### src/rtl/fixed_partition_fit_allocator_macros.svh
// Assertion macros shared by the allocator modules.
// Depends on nothing; included by the files that carry assertions.
`ifndef FIXED_PARTITION_FIT_ALLOCATOR_MACROS_SVH
`define FIXED_PARTITION_FIT_ALLOCATOR_MACROS_SVH

// Same-cycle implication, disabled during reset.
`define FPFA_ASSERT_NOW(label, clk, rst, ante, cons, msg) \
   label: assert property (@(posedge clk) disable iff (rst) (ante) |-> (cons)) \
      else $error(msg);

// Next-cycle implication, disabled during reset.
`define FPFA_ASSERT_NEXT(label, clk, rst, ante, cons, msg) \
   label: assert property (@(posedge clk) disable iff (rst) (ante) |=> (cons)) \
      else $error(msg);

`endif

### src/rtl/fpfa_pkg.sv
// Shared types and constants of the fixed partition fit allocator.
// Used by the controller, the datapath and the top level.
package fpfa_pkg;

   localparam int MAX_PARTS = 16;
   localparam int IDX_W     = $clog2(MAX_PARTS);
   localparam int SIZE_W    = 16;
   localparam int CNT_W     = 5;
   localparam int PID_W     = 16;
   localparam int FUNC_W    = 2;
   localparam int PIDX_W    = 4;

   typedef enum logic [FUNC_W-1:0] {
      FUNC_WRITE = 2'd0,
      FUNC_FIRST = 2'd1,
      FUNC_WORST = 2'd2,
      FUNC_BEST  = 2'd3
   } func_type;

   typedef enum logic [1:0] {
      ST_IDLE,
      ST_SCAN,
      ST_FINISH
   } state_type;

   typedef struct packed {
      logic capture;
      logic scan_step;
      logic finish;
   } cmd_type;

   typedef struct packed {
      logic scan_skip;
      logic scan_last;
      logic out_free;
   } status_type;

endpackage

### src/rtl/fpfa_datapath.sv
// Datapath of the allocator: partition table, scan candidate, count and result register.
// Depends on fpfa_pkg and the assertion macro header.
`include "fixed_partition_fit_allocator_macros.svh"

module fpfa_datapath (
   input  logic                        clock,
   input  logic                        reset,
   input  fpfa_pkg::cmd_type           cmd,
   output fpfa_pkg::status_type        status,
   input  logic [fpfa_pkg::FUNC_W-1:0] req_func,
   input  logic [fpfa_pkg::PIDX_W-1:0] req_part_index,
   input  logic [fpfa_pkg::SIZE_W-1:0] req_part_size,
   input  logic [fpfa_pkg::SIZE_W-1:0] req_request_size,
   input  logic [fpfa_pkg::PID_W-1:0]  req_process_id,
   output logic                        rsp_valid,
   input  logic                        rsp_ready,
   output logic                        rsp_granted,
   output logic [fpfa_pkg::CNT_W-1:0]  rsp_partition_number,
   output logic [fpfa_pkg::PID_W-1:0]  rsp_process_id_out,
   input  logic                        csr_valid,
   output logic                        csr_ready,
   input  logic [fpfa_pkg::CNT_W-1:0]  csr_data
);
   import fpfa_pkg::*;

   logic [SIZE_W-1:0] size_ff [MAX_PARTS];
   logic [MAX_PARTS-1:0] taken_ff;
   logic [CNT_W-1:0] count_ff;

   func_type          func_ff;
   logic [PIDX_W-1:0] pidx_ff;
   logic [SIZE_W-1:0] psize_ff;
   logic [SIZE_W-1:0] need_ff;
   logic [PID_W-1:0]  pid_ff;

   logic [IDX_W-1:0]  scan_idx_ff;
   logic              found_ff;
   logic [IDX_W-1:0]  best_idx_ff;
   logic [SIZE_W-1:0] best_size_ff;

   logic              rsp_valid_ff;
   logic              granted_ff;
   logic [CNT_W-1:0]  number_ff;
   logic [PID_W-1:0]  pid_out_ff;

   logic [CNT_W-1:0]  live_count;
   logic [SIZE_W-1:0] cur_size;
   logic              fit;
   logic              take;
   logic              grant_now;
   logic              write_ok;

   assign live_count = (count_ff > CNT_W'(MAX_PARTS)) ? CNT_W'(MAX_PARTS) : count_ff;
   assign cur_size   = size_ff[scan_idx_ff];
   assign fit        = !taken_ff[scan_idx_ff] && (cur_size >= need_ff);
   assign take       = fit && (!found_ff ||
                       ((func_ff == FUNC_WORST) && (cur_size > best_size_ff)) ||
                       ((func_ff == FUNC_BEST) && (cur_size < best_size_ff)));
   assign grant_now  = found_ff && (func_ff != FUNC_WRITE);
   assign write_ok   = (func_ff == FUNC_WRITE) && (int'(pidx_ff) < MAX_PARTS);

   assign status.scan_skip = (func_ff == FUNC_WRITE) || (live_count == '0);
   assign status.scan_last = ({1'b0, scan_idx_ff} == (live_count - CNT_W'(1)));
   assign status.out_free  = !rsp_valid_ff || rsp_ready;

   assign csr_ready = 1'b1;

   always_ff @(posedge clock) begin
      if (reset) begin
         count_ff <= '0;
      end else if (csr_valid) begin
         count_ff <= csr_data;
      end
   end

   always_ff @(posedge clock) begin
      if (cmd.capture) begin
         func_ff  <= func_type'(req_func);
         pidx_ff  <= req_part_index;
         psize_ff <= req_part_size;
         need_ff  <= req_request_size;
         pid_ff   <= req_process_id;
      end
   end

   always_ff @(posedge clock) begin
      if (reset) begin
         scan_idx_ff <= '0;
         found_ff    <= 1'b0;
      end else if (cmd.capture) begin
         scan_idx_ff <= '0;
         found_ff    <= 1'b0;
      end else if (cmd.scan_step) begin
         scan_idx_ff <= scan_idx_ff + IDX_W'(1);
         if (take) begin
            found_ff <= 1'b1;
         end
      end
   end

   always_ff @(posedge clock) begin
      if (cmd.scan_step && take) begin
         best_idx_ff  <= scan_idx_ff;
         best_size_ff <= cur_size;
      end
   end

   always_ff @(posedge clock) begin
      if (reset) begin
         taken_ff <= '0;
         for (int i = 0; i < MAX_PARTS; i++) begin
            size_ff[i] <= '0;
         end
      end else if (cmd.finish) begin
         if (write_ok) begin
            size_ff[pidx_ff[IDX_W-1:0]]  <= psize_ff;
            taken_ff[pidx_ff[IDX_W-1:0]] <= 1'b0;
         end else if (grant_now) begin
            taken_ff[best_idx_ff] <= 1'b1;
         end
      end
   end

   always_ff @(posedge clock) begin
      if (reset) begin
         rsp_valid_ff <= 1'b0;
      end else if (cmd.finish) begin
         rsp_valid_ff <= 1'b1;
      end else if (rsp_ready) begin
         rsp_valid_ff <= 1'b0;
      end
   end

   always_ff @(posedge clock) begin
      if (cmd.finish) begin
         granted_ff <= grant_now;
         number_ff  <= grant_now ? (CNT_W'(best_idx_ff) + CNT_W'(1)) : '0;
         pid_out_ff <= pid_ff;
      end
   end

   assign rsp_valid            = rsp_valid_ff;
   assign rsp_granted          = granted_ff;
   assign rsp_partition_number = number_ff;
   assign rsp_process_id_out   = pid_out_ff;

   `FPFA_ASSERT_NOW(a_grant_has_number, clock, reset, rsp_valid_ff && granted_ff, number_ff != '0, "Granted item carries partition number zero.")
   `FPFA_ASSERT_NOW(a_refusal_no_number, clock, reset, rsp_valid_ff && !granted_ff, number_ff == '0, "Refused item carries a partition number.")
   `FPFA_ASSERT_NOW(a_scan_in_range, clock, reset, cmd.scan_step, CNT_W'(scan_idx_ff) < live_count, "Scan index passed the live partition count.")
   `FPFA_ASSERT_NEXT(a_grant_marks_taken, clock, reset, cmd.finish && grant_now && !write_ok, taken_ff[$past(best_idx_ff)], "Granted partition not marked taken.")

endmodule

### src/rtl/fpfa_controller.sv
// Control state machine of the allocator: accept, scan sequencing and result hand-off.
// Depends on fpfa_pkg.
module fpfa_controller (
   input  logic                 clock,
   input  logic                 reset,
   input  logic                 req_valid,
   output logic                 req_ready,
   input  fpfa_pkg::status_type status,
   output fpfa_pkg::cmd_type    cmd
);
   import fpfa_pkg::*;

   state_type state_ff;
   state_type state_in;

   always_ff @(posedge clock) begin
      if (reset) begin
         state_ff <= ST_IDLE;
      end else begin
         state_ff <= state_in;
      end
   end

   always_comb begin
      state_in = state_ff;
      case (state_ff)
         ST_IDLE: begin
            if (req_valid) begin
               state_in = ST_SCAN;
            end
         end
         ST_SCAN: begin
            if (status.scan_skip || status.scan_last) begin
               state_in = ST_FINISH;
            end
         end
         ST_FINISH: begin
            if (status.out_free) begin
               state_in = ST_IDLE;
            end
         end
         default: state_in = ST_IDLE;
      endcase
   end

   always_comb begin
      req_ready     = 1'b0;
      cmd.capture   = 1'b0;
      cmd.scan_step = 1'b0;
      cmd.finish    = 1'b0;
      case (state_ff)
         ST_IDLE: begin
            req_ready   = 1'b1;
            cmd.capture = req_valid;
         end
         ST_SCAN: begin
            cmd.scan_step = !status.scan_skip;
         end
         ST_FINISH: begin
            cmd.finish = status.out_free;
         end
         default: begin
            req_ready = 1'b0;
         end
      endcase
   end

endmodule

### src/rtl/fixed_partition_fit_allocator.sv
// An accepted item passes a scan state, then a finish state that registers its result.
// The scan checks one entry per cycle over the partition count capped at the table depth;
// no entry is scanned for size writes or a count of zero. A new item is accepted only after
// the last one finishes; a result still held by the receiver when the next item ends its scan delays that item.
// Reset: synchronous, active high; clears the count, all sizes and all taken flags.
// Top level; depends on fpfa_pkg, fpfa_controller and fpfa_datapath.
module fixed_partition_fit_allocator (
   input  logic                        clock,
   input  logic                        reset,
   input  logic                        req_valid,
   output logic                        req_ready,
   input  logic [fpfa_pkg::FUNC_W-1:0] req_func,
   input  logic [fpfa_pkg::PIDX_W-1:0] req_part_index,
   input  logic [fpfa_pkg::SIZE_W-1:0] req_part_size,
   input  logic [fpfa_pkg::SIZE_W-1:0] req_request_size,
   input  logic [fpfa_pkg::PID_W-1:0]  req_process_id,
   output logic                        rsp_valid,
   input  logic                        rsp_ready,
   output logic                        rsp_granted,
   output logic [fpfa_pkg::CNT_W-1:0]  rsp_partition_number,
   output logic [fpfa_pkg::PID_W-1:0]  rsp_process_id_out,
   input  logic                        csr_valid,
   output logic                        csr_ready,
   input  logic [fpfa_pkg::CNT_W-1:0]  csr_data
);
   import fpfa_pkg::*;

   cmd_type    cmd;
   status_type status;

   fpfa_controller u_controller (
      .clock     (clock),
      .reset     (reset),
      .req_valid (req_valid),
      .req_ready (req_ready),
      .status    (status),
      .cmd       (cmd)
   );

   fpfa_datapath u_datapath (
      .clock                (clock),
      .reset                (reset),
      .cmd                  (cmd),
      .status               (status),
      .req_func             (req_func),
      .req_part_index       (req_part_index),
      .req_part_size        (req_part_size),
      .req_request_size     (req_request_size),
      .req_process_id       (req_process_id),
      .rsp_valid            (rsp_valid),
      .rsp_ready            (rsp_ready),
      .rsp_granted          (rsp_granted),
      .rsp_partition_number (rsp_partition_number),
      .rsp_process_id_out   (rsp_process_id_out),
      .csr_valid            (csr_valid),
      .csr_ready            (csr_ready),
      .csr_data             (csr_data)
   );

endmodule

### config.mk
export PLATFORM = sky130hd
export DESIGN_NAME = fixed_partition_fit_allocator
export DESIGN_NICKNAME = d
export VERILOG_FILES = /design/src/rtl/fpfa_pkg.sv /design/src/rtl/fpfa_datapath.sv /design/src/rtl/fpfa_controller.sv /design/src/rtl/fixed_partition_fit_allocator.sv
export VERILOG_INCLUDE_DIRS = /design/src /design/src/rtl
export SDC_FILE = /design/constraint.sdc
export NUM_CORES = 1
export LEC_CHECK = 0
export BUFFER_PORTS_ARGS = -buffer_cell sky130_fd_sc_hd__clkbuf_2
export CAP_MARGIN = 20
export CORE_MARGIN = 2
export CORE_UTILIZATION = 25
export CTS_CLUSTER_DIAMETER = 50
export CTS_CLUSTER_SIZE = 20
export DETAILED_ROUTE_END_ITERATION = 8
export PLACE_DENSITY_LB_ADDON = 0.08
export SLEW_MARGIN = 20
export SYNTH_ARGS = -nofsm -noshare
export SYNTH_HDL_FRONTEND = slang
export SYNTH_SLANG_ARGS = --single-unit
### constraint.sdc
create_clock -name clock -period 5.9 [get_ports clock]
set_input_delay 0.885 -clock clock [delete_from_list [all_inputs] [get_ports clock]]
set_output_delay 0.885 -clock clock [all_outputs]
set_load 0.02 [all_outputs]
==> impl_metrics.json, run 1 <==
{
  "grt_start_max_net_pins": 50,
  "synthesis.area_um2": 17000,
  "cp.buffers_inverters": 2,
  "cts_buffers": 51,
  "initialDrtViolationCount": 723,
  "slowest_stage": "mux4_2",
  "post_drt_wl_per_cell_um": 23.96,
  "cts_tree": "done",
  "critPathKind": "reg -> reg",
  "drt.antenna.violating_nets": 0,
  "grt_pass1_vias": 9867,
  "antenna_cells": 0,
  "multiInputGateArea_um2": 5378,
  "power_mw": 6.724,
  "grt_overflow_total": 0,
  "cts_root_buffer": "clkbuf_16",
  "critical_path_peak_fanout": 49,
  "setup.worst_path.start_class": "flip-flop",
  "setup_tns_ns": 0,
  "period_minus_slack_ns": 4.506,
  "post_cts.resized_instances": 0,
  "timing.fmax_ghz": 0.2219,
  "grt_use_total_pct": 14.60,
  "port-buffer-count": 87,
  "clkTransAtPathRegs_ns": 0.06,
  "post-route-drc-count": 0,
  "worst_setup_path_end_kind": "flip-flop",
  "powerDensity_nw_per_um2": 331.9,
  "die_w_um": 264.7,
  "rows": 95,
  "hpwl_after_dpl_um": 30470,
  "crit_path_cell_trace": "buf_12 -> mux4_2 -> mux4_2 -> ha_1 -> nand4_1 -> nor4_1 -> a21boi_0 -> nor3_1 -> mux2_2 -> a21oi_2 -> buf_4",
  "fraction_of_layout_instances_using_a_drive_strength_above_1_pct": 27.01,
  "die_height_um": 264.7,
  "globalplace.congestion": 0.7225,
  "clock_sinks": 385,
  "postCtsHoldBufs": 0,
  "outcome": "completed",
  "ctsLongestPathBuffers": 3,
  "timing.final.crit_share_pct": 76.38,
  "synthesis.instances": 1085,
  "worst-r2r-setup-slack_ns": 1.39,
  "max_slew.worst_pin.slew_ns": 1.105,
  "floorplan.initialDensity_pct": 25.26,
  "slew_violations": 0,
  "synth.avg_cell_area_um2": 15.66,
  "grt_setup_unrepaired": "false",
  "synth-seq-area-share_pct": 66.08,
  "setup_viol": 0,
  "crit_path_end": "u_datapath.best_size_ff[0]",
  "finalWorstSetupSlack_ns": 1.394,
  "share_of_synthesized_flip_flops_with_an_asynchronous_set_or_reset_pct": 0,
  "worst_path_most_repeated_cell": "mux4_2",
  "register_area_um2": 11240,
  "finalHoldViolations": 0,
  "critical_path.max_stage_delay_ns": 0.60,
  "leakage_nw": 7.339,
  "ys_seq_elements": 385,
  "switching_share_pct": 23.49,
  "r2r_cells": 11,
  "antenna_found_initial": 5,
  "cp_data_arrival_time_ns": 4.77,
  "share_clk_of_total_power_pct": 48.5,
  "totalWireLength_um": 50360,
  "dieArea_um2": 70080,
  "power.internal_mw": 5.144,
  "critical_path_cell_count": 11,
  "synth_enable_flop_cells": 352,
  "cts.htree.levels": 2,
  "primary_flip_flop_cell_chosen_by_synthesis_mapping": "edfxtp_1",
  "vdd_ir_drop_max_uv": 199.6,
  "worstSkewPairLatency_ns": 0.60,
  "power.share.sequential_pct": 47.0,
  "synthesis.yosys.warnings": 0,
  "post_cts.repair.setup_buffers": 0,
  "top_level_ports": 89,
  "preCtsSetupSlack_ns": 1.293,
  "slew_headroom_pct": 26.23,
  "area_growth_syn_to_layout_pct": 19.19,
  "num_vias": 9140,
  "worstHoldPathType": "reg -> reg",
  "drt_pre_antenna_iters": 4,
  "cpLargestDelayFamily": "multiplexers",
  "core_um2": 67280,
  "fin_worst_skew_ns": 0.01940,
  "worst_path_required_ns": 6.17,
  "num-nets-final": 1289,
  "p_comb_share_pct": 4.5,
  "post_drt_via_cell_ratio": 4.348,
  "psw_mw": 1.579,
  "wire_length_of_the_first_global_routing_pass_um": 72770,
  "postSynthNetCount": 1188,
  "crit-reg2reg-capture": "u_datapath.best_size_ff[0]",
  "max-cap-violations": 0,
  "netlist_cell_types": 54,
  "fillerInstances": 6666
}
==> layer usage <==
metal	wire [um]	part of all wire [%]	track usage [%]	vias to the layer above
li1	-	-	-	4220
met2	24930	49	25.19	178
met5	0	0	0	-
met4	873	1.7	3.283	0
met1	22750	45	19.09	4686
met3	1815	3.6	2.629	56
==> final cells by class <==
class	count	area share, %
Timing Repair Buffer	109	3.089
Multi-Input combinational cell	603	26.55
Clock inverter	42	2.353
Inverter	36	0.6671
Tap cell	873	5.393
Clock buffer	54	6.461
Sequential cell	385	55.49
==> placed cells by master (no fill, tap or decap), types with 22 or more instances in the layout <==
| cell type | Yosys | routed |
|---|---|---|
| a21oi_1 | 27 | 26 |
| and2_1 | 257 | 257 |
| clkbuf_16 | 0 | 52 |
| clkbuf_2 | 10 | 87 |
| dfxtp_1 | 33 | 30 |
| edfxtp_1 | 352 | 352 |
| ha_1 | 39 | 39 |
| inv_1 | 36 | 35 |
| mux4_2 | 84 | 84 |
| nand2_1 | 32 | 32 |
| nor2_1 | 25 | 22 |
| o21ai_0 | 24 | 24 |
==> power groups by stage <==
stage          Combinational, mW  Sequential (mW)  Clock [mW]
2_1_floorplan              0.196             3.17           0
6_report                   0.304             3.16        3.26
5_1_grt                    0.334             3.17        3.46
4_1_cts                    0.317             3.16        3.35
3_5_place_dp               0.316             3.22           0
3_3_place_gp               0.315             3.22           0
==> per-stage QoR <==
step | cells | hold slack, ns | utilization [%] | area, um2
6_report | 2102 | 0.4159 | 30.11 | 20260
3_3_place_gp | 2006 | 0.4011 | 27.45 | 18470
4_1_cts | 2102 | 0.4186 | 30.11 | 20260
5_1_grt | 2102 | 0.4243 | 30.11 | 20260
2_1_floorplan | 1085 | 0.4003 | - | 17000
3_5_place_dp | 2006 | 0.4051 | 27.45 | 18470
==> how the worst min path moves through the flow <==
stage	start	to	slack, ns	cells after the start
3_3_place_gp	u_datapath.pid_ff[11]	u_datapath.rsp_process_id_out[11]	0.40	0
6_report	u_datapath.pid_ff[9]	u_datapath.rsp_process_id_out[9]	0.42	0
4_1_cts	u_datapath.pid_ff[15]	u_datapath.rsp_process_id_out[15]	0.42	0
2_1_floorplan	u_datapath.pid_ff[0]	u_datapath.rsp_process_id_out[0]	0.40	0
5_1_grt	u_datapath.pid_ff[15]	u_datapath.rsp_process_id_out[15]	0.42	0
3_5_place_dp	u_datapath.pid_ff[10]	u_datapath.rsp_process_id_out[10]	0.41	0
==> synthesized netlist by cell type (9+ instances only) <==
cell | count | area [um2]
edfxtp_1 | 352 | 10570
and2_1 | 257 | 1608
mux4_2 | 84 | 1892
clkbuf_1 | 39 | 146.4
ha_1 | 39 | 488.0
inv_1 | 36 | 135.1
dfxtp_1 | 33 | 660.6
nand2_1 | 32 | 120.1
a21oi_1 | 27 | 135.1
nor2_1 | 25 | 93.84
o21ai_0 | 24 | 120.1
or2_2 | 17 | 106.4
nand2b_1 | 11 | 68.82
clkbuf_2 | 10 | 50.05
nor2_2 | 9 | 56.30
==> registers in the layout, indices dropped and copies added, names as in the netlist, 5 cells and up, named ones only <==
name	cells
u_datapath.psize_ff	16
u_datapath.pid_ff	16
u_datapath.size_ff	256
u_datapath.need_ff	16
u_datapath.rsp_process_id_out	16
u_datapath.count_ff	5
u_datapath.best_size_ff	16
u_datapath.taken_ff	16
u_datapath.rsp_partition_number	5
==> cells by family (layout without fill, tap and decap cells) <==
logic type	Yosys count	count (layout)	synth area share, %
DFF	385	385	66.08
xor gates and xnor gates	8	8	0.4123
AOI/OAI and AO/OA	70	70	2.430
and+or+nand+nor	392	392	14.07
other	1	1	0.02207
buffers and inverters	97	241	2.341
muxes	93	93	11.77
adders and majority gates	39	39	2.871
(Power assumes the default switching activity.)
==> inputs of run 2 (changes only) <==
Settings changed: ABC_AREA set to 1.
Clock period 5.9 ns to 4.7 ns, I/O delays scaled along.
==> impl_metrics.json, run 2 <==
{
  "area_growth_syn_to_layout_pct": 21.05,
  "final_cells": 2598,
  "top_level_ports": 89,
  "synthesis.yosys.warnings": 0,
  "power.share.sequential_pct": 41.3,
  "synth-seq-area-share_pct": 65.16,
  "fin_worst_skew_ns": 0.03764,
  "netlist_cell_types": 31,
  "worst_hold_slack_ns": 0.2777,
  "post-synth-top-count-cell": "edfxtp_1",
  "grt_setup_unrepaired": "false",
  "initialDrtViolationCount": 729,
  "worst_hold_startpoint": "req_process_id[15]",
  "num_vias": 11710,
  "synth_top_family_by_area": "simple AND/OR/NAND/NOR gates",
  "die_w_um": 266.6,
  "die_height_um": 266.6,
  "ctsLongestPathBuffers": 3,
  "synthesis.instances": 1569,
  "placement.cell_area_um2": 18590,
  "post_synthesis_share_of_cell_area_spent_on_full_adders_half_adders_and_majority_gates_pct": 2.831,
  "outcome": "completed",
  "yosys-mux-area-fraction_pct": 3.717,
  "max-cap-violations": 0,
  "setup_viol": 0,
  "worstSkewPairLatency_ns": 0.60,
  "setup.worst_path.start_class": "flip-flop",
  "drt.antenna.violating_nets": 0,
  "globalplace.congestion": 0.7656,
  "dieArea_um2": 71060,
  "largest_register_ffs": 256,
  "post_synth_most_frequent_cells": "edfxtp_1, nor2_1, inv_1, nand2_1, o21ai_0",
  "power.internal_mw": 7.193,
  "post_synth_and_or_nand_nor_area_fraction_pct": 12.40,
  "final_cell_area_um2": 20860,
  "synthesis.area_um2": 17240,
  "share_clk_of_total_power_pct": 52.3,
  "totalWireLength_um": 56030,
  "wire_length_of_the_first_global_routing_pass_um": 82390,
  "ys_seq_elements": 385,
  "cts_tree": "done",
  "p_comb_share_pct": 6.4,
  "powerDensity_nw_per_um2": 457.0,
  "primary_flip_flop_cell_chosen_by_synthesis_mapping": "edfxtp_1",
  "critPathKind": "reg -> reg",
  "grt_overflow_total": 0,
  "antenna_found_initial": 3,
  "critical_path_peak_fanout": 48,
  "cp_data_arrival_time_ns": 3.95,
  "ys_top_cells_by_area": "edfxtp_1, nor2_1, dfxtp_1",
  "core_um2": 68470,
  "registers.top_by_ff_count": "u_datapath.size_ff",
  "cts_root_buffer": "clkbuf_16",
  "antenna_cells": 0,
  "timing.final.crit_share_pct": 78.22,
  "fraction_of_layout_instances_using_a_drive_strength_above_1_pct": 13.99,
  "share_of_synthesized_flip_flops_with_an_asynchronous_set_or_reset_pct": 0,
  "synthDominantAreaCellType": "edfxtp_1",
  "final_common_cell": "edfxtp_1",
  "drt_pre_antenna_iters": 5,
  "leakage_nw": 8.035,
  "post_drt_via_cell_ratio": 4.508,
  "cts.htree.levels": 3,
  "vdd_ir_drop_max_uv": 273.0,
  "grt_pass1_vias": 11860,
  "clock_sinks": 385,
  "switching_share_pct": 24.55,
  "netlist.area_leader.share_pct": 61.33,
  "num-nets-final": 1765,
  "finalWorstSetupSlack_ns": 1.024,
  "worst-r2r-setup-slack_ns": 1.02,
  "grt_start_max_net_pins": 49,
  "synth_enable_flop_cells": 352,
  "power_mw": 9.534,
  "port-buffer-count": 87,
  "slew_headroom_pct": 33.94,
  "rows": 96,
  "finalCoreUtilization_pct": 30.47,
  "setup_tns_ns": 0,
  "worstHoldPathType": "in -> reg",
  "dpl.cell_count": 2476,
  "period_minus_slack_ns": 3.676,
  "postCtsHoldBufs": 0,
  "post_drt_wl_per_cell_um": 21.57,
  "worst_path_required_ns": 4.97,
  "hpwl_after_dpl_um": 36490,
  "clkTransAtPathRegs_ns": 0.06,
  "postSynthNetCount": 1672,
  "post_cts.resized_instances": 0,
  "timing.fmax_ghz": 0.2720,
  "synth_xor_area_share_pct": 0.1016,
  "cts_buffers": 66,
  "floorplan.initialDensity_pct": 25.17,
  "worst_setup_path_end_kind": "flip-flop",
  "max_slew.worst_pin.slew_ns": 0.9885,
  "commonest_cells_after_routing_fill_and_taps_aside": "edfxtp_1, nor2_1, inv_1",
  "post_cts.repair.setup_buffers": 0,
  "share_of_the_synthesized_area_in_compound_gates_ao_oa_aoi_oai_pct": 9.343,
  "finalHoldViolations": 0,
  "psw_mw": 2.341,
  "post-route-drc-count": 0,
  "preCtsSetupSlack_ns": 1.004,
  "slew_violations": 0,
  "synth.avg_cell_area_um2": 10.98,
  "grt_use_total_pct": 15.92
}
-- run 2: cell types whose count changed in the layout (fill, tap and decap cells not counted), sizes merged, moves of 12 or more --
cell    delta
mux4      -85
nand3     +40
o211ai    +64
and2     -257
o21ai     +84
nand2b    -12
or2       -13
nor2     +284
clkbuf    +21
a21oi     +77
mux2i     +58
inv      +144
nand2    +127
-- run 2: layout make-up --
cell class,count,area (um2)
clock inverters,47,548.0
inverters,176,660.6
multi-input cells,924,4900
repair buffers,109,688.2
clock buffers,75,1728
flip-flops and latches,385,11240
well taps,882,1104
fillers,7057,47600
-- run 2: logic make-up (layout without fill, tap and decap cells) --
kind of cell / count (synthesis) / after routing
AO/OA/AOI/OAI: 285 / 285
XOR/XNOR: 2 / 2
adder cells (fa/ha/maj): 39 / 39
buffers and inverters: 260 / 407
flip-flops: 385 / 385
multiplexers: 64 / 64
other: 1 / 1
AND/OR/NAND/NOR: 533 / 533
-- run 2: path summary, 6_finish.rpt --
kind,end,cells past startpoint
hold / removal,u_datapath.pid_ff[15],1
setup reg to reg,u_datapath.best_size_ff[15],17
hold reg to reg,u_datapath.rsp_process_id_out[4],0
setup / recovery,u_datapath.best_size_ff[15],17
-- run 2: power by group through the flow --
stage | Combinational (mW) | Clock, mW | Sequential, mW
5_1_grt | 0.690 | 5.25 | 3.95
6_report | 0.612 | 4.99 | 3.94
3_3_place_gp | 0.632 | 0 | 4.01
2_1_floorplan | 0.369 | 0 | 3.98
4_1_cts | 0.634 | 5.12 | 3.94
3_5_place_dp | 0.631 | 0 | 4.01
-- run 2: worst max-delay path, stage by stage, from the launching register on --
cell	delay (ns)
dfxtp_4	0.79
buf_12	0.28
mux2i_1	0.30
o211ai_1	0.23
o211ai_1	0.17
nand2_1	0.15
ha_1	0.34
nand2_1	0.06
nor2_1	0.14
nand3_1	0.09
nor2_1	0.12
nand3_1	0.08
nand3_1	0.09
nand2_1	0.07
inv_1	0.07
nand2_1	0.05
inv_1	0.09
buf_12	0.18
-- run 2: layer usage --
| metal | routed length [um] | track usage [%] | vias to the layer above | part of all wire (%) |
|---|---|---|---|---|
| met3 | 2170 | 2.611 | 75 | 3.9 |
| met5 | 0 | 0 | - | 0 |
| met2 | 26390 | 25.51 | 238 | 47 |
| li1 | - | - | 5591 | - |
| met4 | 1423 | 4.859 | 0 | 2.5 |
| met1 | 26050 | 22.03 | 5808 | 46 |
==> inputs of run 3 (changes only) <==
Clock period 4.7 ns to 3.6 ns, I/O delays scaled along.
==> impl_metrics.json, run 3 (synthesized netlist as in run 2, its figures left out) <==
{
  "slowest_stage": "clkinv_1",
  "worstHoldPathType": "in -> reg",
  "powerDensity_nw_per_um2": 545.9,
  "worst_setup_path_end_kind": "flip-flop",
  "die_w_um": 266.6,
  "timing.final.crit_share_pct": 92.68,
  "cts_tree": "done",
  "grt_overflow_total": 0,
  "critical_path.max_stage_delay_ns": 0.46,
  "grt_pass1_vias": 12370,
  "wire_length_of_the_first_global_routing_pass_um": 81630,
  "grt_use_total_pct": 15.73,
  "registers.top_by_ff_count": "u_datapath.size_ff",
  "antenna_found_initial": 1,
  "antenna_cells": 0,
  "r2r_cells": 14,
  "critical_path_peak_fanout": 10,
  "area_growth_syn_to_layout_pct": 21.85,
  "num_vias": 11830,
  "drt.antenna.violating_nets": 0,
  "cts_root_buffer": "clkbuf_16",
  "leakage_nw": 8.171,
  "num-nets-final": 1822,
  "top_level_ports": 89,
  "placement.cell_area_um2": 19070,
  "whs_path_depth": 1,
  "slew_violations": 0,
  "worstSkewPairLatency_ns": 0.63,
  "finalHoldViolations": 0,
  "final_common_cell": "edfxtp_1",
  "worst-r2r-setup-slack_ns": 0.26,
  "commonest_cells_after_routing_fill_and_taps_aside": "edfxtp_1, nor2_1, inv_1",
  "setup_viol": 0,
  "ctsLongestPathBuffers": 3,
  "worst_hold_slack_ns": 0.08465,
  "final_cell_area_um2": 21000,
  "setup.worst_path.start_class": "flip-flop",
  "max_slew.worst_pin.slew_ns": 0.9428,
  "clkTransAtPathRegs_ns": 0.06,
  "clock_sinks": 385,
  "post_drt_via_cell_ratio": 4.466,
  "port-buffer-count": 87,
  "worst_path_most_repeated_cell": "nand3_1",
  "crit_path_cell_trace": "clkinv_1 -> buf_4 -> o211ai_1 -> nand3_1 -> nand2_1 -> ha_1 -> a21oi_1 -> o21ai_0 -> a21oi_1 -> nand3_1 -> nand3_1 -> nand2_1 -> inv_1 -> buf_4",
  "groute.layer.met3.usage_pct": 2.039,
  "largest_register_ffs": 256,
  "initialDrtViolationCount": 680,
  "cts_buffers": 56,
  "setup_tns_ns": 0,
  "fin_worst_skew_ns": 0.03077,
  "met1_usage_pct": 21.02,
  "cts.htree.levels": 2,
  "grt_busiest_layer": "met2",
  "drt_pre_antenna_iters": 4,
  "hpwl_after_dpl_um": 36840,
  "outcome": "completed",
  "grt_start_max_net_pins": 38,
  "period_minus_slack_ns": 3.336,
  "cp_data_arrival_time_ns": 3.65,
  "post_drt_wl_per_cell_um": 21.09,
  "totalWireLength_um": 55870,
  "dieArea_um2": 71060,
  "max-cap-violations": 0,
  "grtUsageMet2_pct": 26.32,
  "worst_hold_startpoint": "req_part_size[8]",
  "worst_path_required_ns": 3.91,
  "vdd_ir_drop_max_uv": 344.3,
  "critPathKind": "reg -> reg",
  "core_um2": 68470,
  "slew_headroom_pct": 37.15,
  "crit-reg2reg-capture": "u_datapath.best_size_ff[8]",
  "fraction_of_layout_instances_using_a_drive_strength_above_1_pct": 16.98,
  "fillerInstances": 7088,
  "post-route-drc-count": 0,
  "grt_setup_unrepaired": "false",
  "globalplace.congestion": 0.7589,
  "floorplan.initialDensity_pct": 25.17,
  "timing.hold.worst_endpoint": "u_datapath.psize_ff[8]",
  "die_height_um": 266.6,
  "timing.fmax_ghz": 0.2997,
  "rows": 96
}
[run 3: area by class of cell]
type / count / area [um2] / share of cell area [%]
Tap cell: 882 / 1104 / 5.255
Clock buffer: 59 / 1413 / 6.726
Timing Repair Buffer: 176 / 1229 / 5.850
Inverter: 176 / 660.6 / 3.146
Clock inverter: 47 / 460.4 / 2.192
Multi-Input combinational cell: 924 / 4900 / 23.33
Sequential cell: 385 / 11240 / 53.50
[run 3: worst max path at each step]
stage	from	end	depth (start not counted)
after floorplan	rsp_ready	u_datapath.size_ff[15][0]	8
after global placement	flip-flop	u_datapath.best_idx_ff[1]	16
after detailed placement	flip-flop	u_datapath.best_idx_ff[3]	16
after CTS	flip-flop	u_datapath.best_size_ff[8]	16
after global routing	flip-flop	u_datapath.best_size_ff[2]	14
final	flip-flop	u_datapath.best_size_ff[8]	14
[run 3: power by group]
group          internal, mW  switching [mW]
clock network          3.21            2.28
registers              5.06          0.0612
logic                 0.261           0.594
total                  8.53            2.94
[run 3: worst max-delay path, delay by kind of cell (launching register included)]
family | cells | cell delay, ns
DFF | 1 | 0.38
buffers and inverters | 4 | 1.03
and+or+nand+nor | 5 | 0.64
adders and majority gates | 1 | 0.30
AOI/OAI and AO/OA | 4 | 0.67
[run 3: per-layer routing]
layer	routed length [um]	vias to the layer above
li1	-	5699
met1	25630	5842
met2	26860	199
met3	1872	91
met4	1502	0
met5	0	-
[run 3: stage by stage]
step	power [mW]	setup WS [ns]	instances	utilization [%]
4_1_cts	11.66	0.03267	2645	30.59
6_report	11.47	0.2637	2649	30.67
5_1_grt	11.93	0.01975	2649	30.67
3_3_place_gp	6.085	0.05922	2539	27.86
2_1_floorplan	5.681	0.2333	1569	-
3_5_place_dp	6.084	0.06575	2539	27.86
[run 3: timing repair]
item                                    4_1_cts  5_1_grt
endpoints found under the setup margin        0       20
buffers inserted                              0        4
hold buffers                                  0        0
gates resized for setup                       0        1
